<file path="src/ist_pkg.sv">
// ist_pkg: shared types and constants for the integer set table.
// Used by integer_set_table, ist_ram, ist_chk and the testbench. No dependencies.
`timescale 1ns / 1ps

package ist_pkg;

  localparam int WORD_W = 32;

  typedef enum logic [1:0] {
    OP_ADD    = 2'd0,
    OP_REMOVE = 2'd1,
    OP_QUERY  = 2'd2,
    OP_CLEAR  = 2'd3
  } opcode_t;

  typedef enum logic [1:0] {
    ST_DONE    = 2'd0,
    ST_PRESENT = 2'd1,
    ST_ABSENT  = 2'd2,
    ST_FULL    = 2'd3
  } status_t;

endpackage

</file>
<file path="src/ist_ram.sv">
// ist_ram: simple dual-port entry store, one write and one read port.
// Registered read data. Depends on ist_pkg.
`timescale 1ns / 1ps

module ist_ram import ist_pkg::*; #(
  parameter int DEPTH = 16,
  parameter int AW    = 4
) (
  input  logic              clk,
  input  logic              wr_en,
  input  logic [AW-1:0]     wr_addr,
  input  logic [WORD_W-1:0] wr_data,
  input  logic              rd_en,
  input  logic [AW-1:0]     rd_addr,
  output logic [WORD_W-1:0] rd_data
);

  logic [WORD_W-1:0] mem [DEPTH];

  always_ff @(posedge clk) begin
    if (wr_en) begin
      mem[wr_addr] <= wr_data;
    end
  end

  always_ff @(posedge clk) begin
    if (rd_en) begin
      rd_data <= mem[rd_addr];
    end
  end

endmodule

</file>
<file path="src/integer_set_table.sv">
// integer_set_table: set of distinct 32-bit integers kept in insertion order.
// Top level; instantiates ist_ram, depends on ist_pkg.
`timescale 1ns / 1ps

// The table holds up to CAPACITY distinct 32-bit values in the order they
// were added, in one entry RAM with a registered read. Each input transfer
// (opcode, value) gives exactly one result transfer (found, status, count,
// empty_res). Add appends an absent value (refused with status full when the
// table is full), remove deletes a present value and moves every later entry
// down one place, query only reports membership, clear empties the table in
// one step. Timing is set by the single RAM read port: the lookup streams one
// entry per cycle and stops at a hit. A remove scans up to the hit and then
// moves the later entries, so the two passes cover the table once. One item
// is processed at a time: in_stall is high from the cycle after an input
// transfer until the result has been placed in the output register. That
// register holds a result while out_stall is high, and the next input
// transfer is taken meanwhile. The entry RAM needs no clearing after reset;
// only positions below the element count are read. count is the element
// count truncated to 5 bits.
module integer_set_table import ist_pkg::*; #(
  parameter int CAPACITY = 16
) (
  input  logic        clk,
  input  logic        rst,
  input  logic        in_valid,
  output logic        in_stall,
  input  logic [1:0]  opcode,
  input  logic signed [31:0] value,
  output logic        out_valid,
  input  logic        out_stall,
  output logic        found,
  output logic [1:0]  status,
  output logic [4:0]  count,
  output logic        empty_res
);

  localparam int CW = $clog2(CAPACITY + 1);
  localparam int AW = (CAPACITY > 1) ? $clog2(CAPACITY) : 1;
  localparam logic [CW-1:0] CAP_C = CW'(CAPACITY);

  typedef enum logic [1:0] {
    S_IDLE,
    S_SCAN,   // stream entries through the read port, compare to the key
    S_SHIFT,  // remove: copy entry i+1 to i for every later entry
    S_FIN     // hand the result to the output register
  } state_t;

  state_t              state;
  opcode_t             op_q;
  logic [WORD_W-1:0]   val_q;
  logic [CW-1:0]       elem_cnt;
  logic [CW-1:0]       idx;        // next position to read
  logic                rd_valid;   // rd_data holds entry rd_idx
  logic [CW-1:0]       rd_idx;
  logic                res_found;
  status_t             res_status;

  logic [WORD_W-1:0]   rd_data;
  logic                rd_en;
  logic [AW-1:0]       rd_addr;
  logic                wr_en;
  logic [AW-1:0]       wr_addr;
  logic [WORD_W-1:0]   wr_data;
  logic                hit;
  logic                scan_done;
  logic                shift_done;
  logic [CW-1:0]       rd_idx_m1;
  logic [CW+4:0]       cnt_ext;

  assign in_stall = rst || (state != S_IDLE);

  // A hit is known in the cycle after its read was issued.
  assign hit        = rd_valid && (rd_data == val_q);
  assign scan_done  = hit || ((idx == elem_cnt) && !rd_valid);
  assign shift_done = (idx == elem_cnt) && !rd_valid;
  assign rd_idx_m1  = rd_idx - CW'(1);
  assign cnt_ext    = {5'b0, elem_cnt};

  // Stop issuing reads once the key is found so nothing stale is left in
  // flight when the shift pass starts.
  assign rd_en   = ((state == S_SCAN) && !hit && (idx < elem_cnt)) ||
                   ((state == S_SHIFT) && (idx < elem_cnt));
  assign rd_addr = idx[AW-1:0];

  // Shift writes land at rd_idx - 1, always below the address being read,
  // so the two ports never touch the same entry in one cycle. An append is
  // written in the last scan cycle, before any later read can see it.
  assign wr_en   = ((state == S_SCAN) && scan_done && !hit && (op_q == OP_ADD) &&
                    (elem_cnt < CAP_C)) ||
                   ((state == S_SHIFT) && rd_valid);
  assign wr_addr = (state == S_SHIFT) ? rd_idx_m1[AW-1:0] : elem_cnt[AW-1:0];
  assign wr_data = (state == S_SHIFT) ? rd_data : val_q;

  ist_ram #(
    .DEPTH (CAPACITY),
    .AW    (AW)
  ) u_ram (
    .clk     (clk),
    .wr_en   (wr_en),
    .wr_addr (wr_addr),
    .wr_data (wr_data),
    .rd_en   (rd_en),
    .rd_addr (rd_addr),
    .rd_data (rd_data)
  );

  always_ff @(posedge clk) begin
    if (rst) begin
      state     <= S_IDLE;
      elem_cnt  <= '0;
      rd_valid  <= 1'b0;
      out_valid <= 1'b0;
    end else begin
      rd_valid <= rd_en;
      rd_idx   <= idx;

      // S_FIN loads the output register itself
      if (out_valid && !out_stall && (state != S_FIN)) begin
        out_valid <= 1'b0;
      end

      case (state)
        S_IDLE: begin
          if (in_valid) begin
            op_q  <= opcode_t'(opcode);
            val_q <= value;
            idx   <= '0;
            if (opcode_t'(opcode) == OP_CLEAR) begin
              elem_cnt   <= '0;
              res_found  <= 1'b0;
              res_status <= ST_DONE;
              state      <= S_FIN;
            end else begin
              state <= S_SCAN;
            end
          end
        end

        S_SCAN: begin
          if (rd_en) begin
            idx <= idx + CW'(1);
          end
          if (scan_done) begin
            res_found <= hit;
            state     <= S_FIN;
            case (op_q)
              OP_ADD: begin
                if (hit) begin
                  res_status <= ST_PRESENT;
                end else if (elem_cnt >= CAP_C) begin
                  res_status <= ST_FULL;
                end else begin
                  res_status <= ST_DONE;
                  elem_cnt   <= elem_cnt + CW'(1);
                end
              end
              OP_REMOVE: begin
                if (hit) begin
                  res_status <= ST_DONE;
                  idx        <= rd_idx + CW'(1);
                  state      <= S_SHIFT;
                end else begin
                  res_status <= ST_ABSENT;
                end
              end
              default: begin
                res_status <= hit ? ST_DONE : ST_ABSENT;
              end
            endcase
          end
        end

        S_SHIFT: begin
          if (rd_en) begin
            idx <= idx + CW'(1);
          end
          if (shift_done) begin
            elem_cnt <= elem_cnt - CW'(1);
            state    <= S_FIN;
          end
        end

        S_FIN: begin
          if (!out_valid || !out_stall) begin
            out_valid <= 1'b1;
            found     <= res_found;
            status    <= res_status;
            count     <= cnt_ext[4:0];
            empty_res <= (elem_cnt == '0);
            state     <= S_IDLE;
          end
        end

        default: begin
          state <= S_IDLE;
        end
      endcase
    end
  end

endmodule

</file>
<file path="config.mk">
export PLATFORM = sky130hd
export DESIGN_NAME = integer_set_table
export DESIGN_NICKNAME = d
export VERILOG_FILES = /design/src/ist_pkg.sv /design/src/ist_ram.sv /design/src/integer_set_table.sv
export SDC_FILE = /design/constraint.sdc
export NUM_CORES = 1
export LEC_CHECK = 0
export ABC_AREA = 1
export BUFFER_PORTS_ARGS = -buffer_cell sky130_fd_sc_hd__buf_2
export CAP_MARGIN = 25
export CORE_UTILIZATION = 59
export CTS_BUF_LIST = sky130_fd_sc_hd__clkbuf_8
export CTS_CLUSTER_DIAMETER = 100
export CTS_CLUSTER_SIZE = 25
export DETAILED_ROUTE_END_ITERATION = 8
export GPL_TIMING_DRIVEN = 1
export PLACE_DENSITY = 0.81
export SYNTH_ARGS = -nofsm -noshare
export SYNTH_HDL_FRONTEND = slang
export SYNTH_SLANG_ARGS = --single-unit
</file>
<file path="constraint.sdc">
create_clock -name clk -period 3.76 [get_ports clk]
set_clock_uncertainty 0.1 [all_clocks]
set_input_delay 0.376 -clock clk [delete_from_list [all_inputs] [get_ports clk]]
set_output_delay 0.376 -clock clk [all_outputs]
set_load 0.05 [all_outputs]
</file>
==> impl_results.md <==
* Outcome: complete, no violations
* Drt first pass iters at 6
* Post-synth EDFFs at 600
* Hold Slack at 0.181 ns
* Count of maximum capacitance violations at 0
* Final worst-path cycle share at 89.0%
* Leakage Power at around 9 nW
* Leading cell types by total area after synthesis: edfxtp_1, o21ai_0, nor2_1, o221ai_1, nand2_1
* Input/output buffers at 48
* Number of non-filler instances in the completed layout at 2573
* Die area at between 40000 and 50000 µm²
* Number of antenna violations at the first check in global routing at 1
* Worst path arrival time at 3.57 ns
* Clock transition at the registers of the reported paths at approximately 0.15 ns
* Slowest-stage cell, CP: o21ai_0
* Worst Setup Slack, final at between 0.4 and 0.5 ns
* Maximum buffer depth of the clock tree at 3
* HPWL after DPL at 35.9 mm
* Post-layout utilization of the core at approximately 65%
* Startpoint Class: flop
* Post-Place Worst Slack at around 0.54 ns
* GP Congestion at between 0.9 and 1
* Rows at 74
* Class of the tightest hold or removal check: in2reg
* Post-route cell area at 26800 µm²
* Setup repair after global routing missed its margin: no
* Number of setup violations in the final report at 0
* Mapped Avg Cell Area at ~13 µm²
* Post-synth top area share at about 73%
* Global-route wire length before repair at 88.5 mm
* Routed wire length at about 58 mm
* Clock Sink Count at between 600 and 700
* Number of max-slew violations in the final report at 0
* Area after DPL at 26000 µm²
* Insertion delay to the later sink of the worst-skew pair at about 0.7 ns
* Critical Path, Cell by Cell: inv_1 -> ha_2 -> inv_1 -> o21ai_0 -> nand3_1 -> nor2_4 -> buf_4
* GRT overflow at 0
* Starting density of the core at between 60% and 70%
* Cell total after placement at 2494
* Critical path's top delay family: buffers and inverters
* Count of final hold-check violations at 0
* CTS tree: yes
* Worst Path Buf+Inv at 3
* WP data required at between 3 and 4 ns
* Crit path time final at between 3 and 4 ns
* Height of the die at about 210 µm
* Share of post-route cells with drive strength above 1 at a little under a tenth
* Hold Buf Count CTS at 36
* Post-detailed-route DRC marker count at 0
* Layout Nets at between 2000 and 2500
* Worst stage delay on the critical path at 0.59 ns
* Count of nets left with antenna violations after detail routing at 0
* Sequential fraction of the synthesis area at around three quarters
* TritonCTS buffer count at 28
* Clock root buffer: clkbuf_8
* H-tree level count at 1
* Total track usage at 26.9%
* Category of the worst setup path capture point: flop
* Core region area at just over 40000 µm²
* Number of ports placed on the die boundary at 49
* Die Span X at about 210 µm
* Count of unique library cells instantiated by Yosys at 39
* Fill cell count at ~2800
* Via count at roughly 16000
* Power density over cell area at 597 nW/µm²
* Iteration-0 DRC count of the detailed router at about 2800
* IR drop worst, VDD at 372 µV
* Sequential cell area at roughly 18000 µm²
* Mapped Nets at approximately 2000
* Wire length per cell after detailed routing at between 20 and 25 µm
* FMAX at 299 MHz
* Via count of the first global-routing pass at approximately 15000
* YS warnings at 0
* Fraction of registers with async set/reset at 0%
* Routed vias/inst at roughly 6.3
* Worst slew margin relative to its limit at between 10% and 20%
* Library cell with the largest summed area after synthesis: edfxtp_1
* Crit Path Class: reg2reg
* Flop and latch count out of synthesis at ~610
* Mapped cell area at roughly 25000 µm²
* Area used by multi-input combinational logic at ~6000 µm²
* Area growth from synthesis to final layout at 7.87%
* Most used cell, CP: inv_1
* Worst-path fanout max at 32
* Synthesized instance count at approximately 2000
* Top flip-flop cell by instance count after synthesis: edfxtp_1
* PostCTS Resize Cnt at 0
* Largest net degree at the start of global routing at 260
* Slew of the pin with the lowest slew margin at about 1.3 ns
* Setup Buffers After CTS at 0
-- metrics by stage --
step | TNS [ns] | power, mW
2_1_floorplan | -50.34 | 11.7
3_3_place_gp | 0 | 13.3
3_5_place_dp | 0 | 13.4
4_1_cts | 0 | 15.9
5_1_grt | 0 | 16.7
6_report | 0 | 16.0
-- worst paths after layout --
| path | start | to | cells after the start | slack, ns |
|---|---|---|---|---|
| setup / recovery | state[0]$_SDFFE_PP0P_ | u_ram.mem[5][11]$_DFFE_PP_ | 7 | 0.41 |
| hold / removal | in_valid | op_q[1]$_DFFE_PP_ | 3 | 0.18 |
| setup reg to reg | state[0]$_SDFFE_PP0P_ | u_ram.mem[5][11]$_DFFE_PP_ | 7 | 0.41 |
| hold reg to reg | res_found$_SDFFCE_PN0P_ | found$_DFFE_PP_ | 0 | 0.34 |
-- synthesized netlist by cell type, drive strengths merged (4+ instances only) --
library cell,instances
edfxtp,600
nor2,328
o21ai,294
nand2,229
o221ai,97
inv,86
clkbuf,83
nand3,68
buf,31
o22ai,31
o211ai,29
a21oi,20
ha,15
dfxtp,9
xnor2,9
xor2,7
clkinv,5
nand4,5
nor3,5
or2,4
-- tightest hold or removal path, delay by kind of cell --
family,cells,cell delay (ns)
buf+inv,2,0.21
simple gates,1,0.18
-- registers in the layout (all words and copies together), names as in the netlist --
name           count
u_ram.rd_data     32
found              1
op_q               2
idx                5
state              2
status             2
res_found          1
out_valid          1
elem_cnt           5
rd_idx             5
empty_res          1
rd_valid           1
count              5
res_status         2
u_ram.mem        512
val_q             32
-- final cells by class --
| type | instances | share of cell area, % |
|---|---|---|
| diodes | 1 | 0.00934 |
| clock buffers | 29 | 1.49 |
| clock inverters | 12 | 0.215 |
| inverters | 91 | 1.29 |
| multi-input cells | 1151 | 22.3 |
| flip-flops and latches | 609 | 67.9 |
| well taps | 532 | 2.48 |
| repair buffers | 148 | 4.30 |
-- layer usage --
layer	vias up	track usage [%]	wire length, µm
met5	-	0	0
met4	0	7.49	1350
met3	110	4.60	6990
met2	1015	42.4	27000
met1	7797	39.2	22900
li1	7278	-	-
-- placed cells by master (no fill, tap or decap), types with 29 or more instances in the layout --
| cell type | Yosys | routed |
|---|---|---|
| edfxtp_1 | 600 | 600 |
| buf_4 | 1 | 57 |
| o221ai_1 | 97 | 97 |
| o22ai_1 | 31 | 31 |
| nand2_1 | 224 | 224 |
| inv_1 | 82 | 92 |
| o211ai_1 | 29 | 29 |
| nand3_1 | 64 | 64 |
| buf_2 | 21 | 49 |
| clkbuf_8 | 0 | 29 |
| nor2_1 | 321 | 304 |
| o21ai_0 | 292 | 291 |
| dlygate4sd3_1 | 0 | 36 |
-- cells by family (layout without fill, tap and decap cells) --
logic type	after synthesis	in the layout	share of synthesized area, %
flip-flops	609	609	73.2
AND/OR/NAND/NOR	645	645	10.7
XOR/XNOR	16	16	0.564
other	0	1	0
adder cells (fa/ha/maj)	16	16	0.836
AO/OA/AOI/OAI	474	474	11.5
buffers and inverters	205	280	3.22
-- report_power, final --
group	total, mW	switching [mW]	internal [mW]
clock network	2.57	1.84	0.724
registers	8.69	0.226	8.46
logic	4.74	3.51	1.23
No activity file was read; power rests on OpenSTA's default activity.
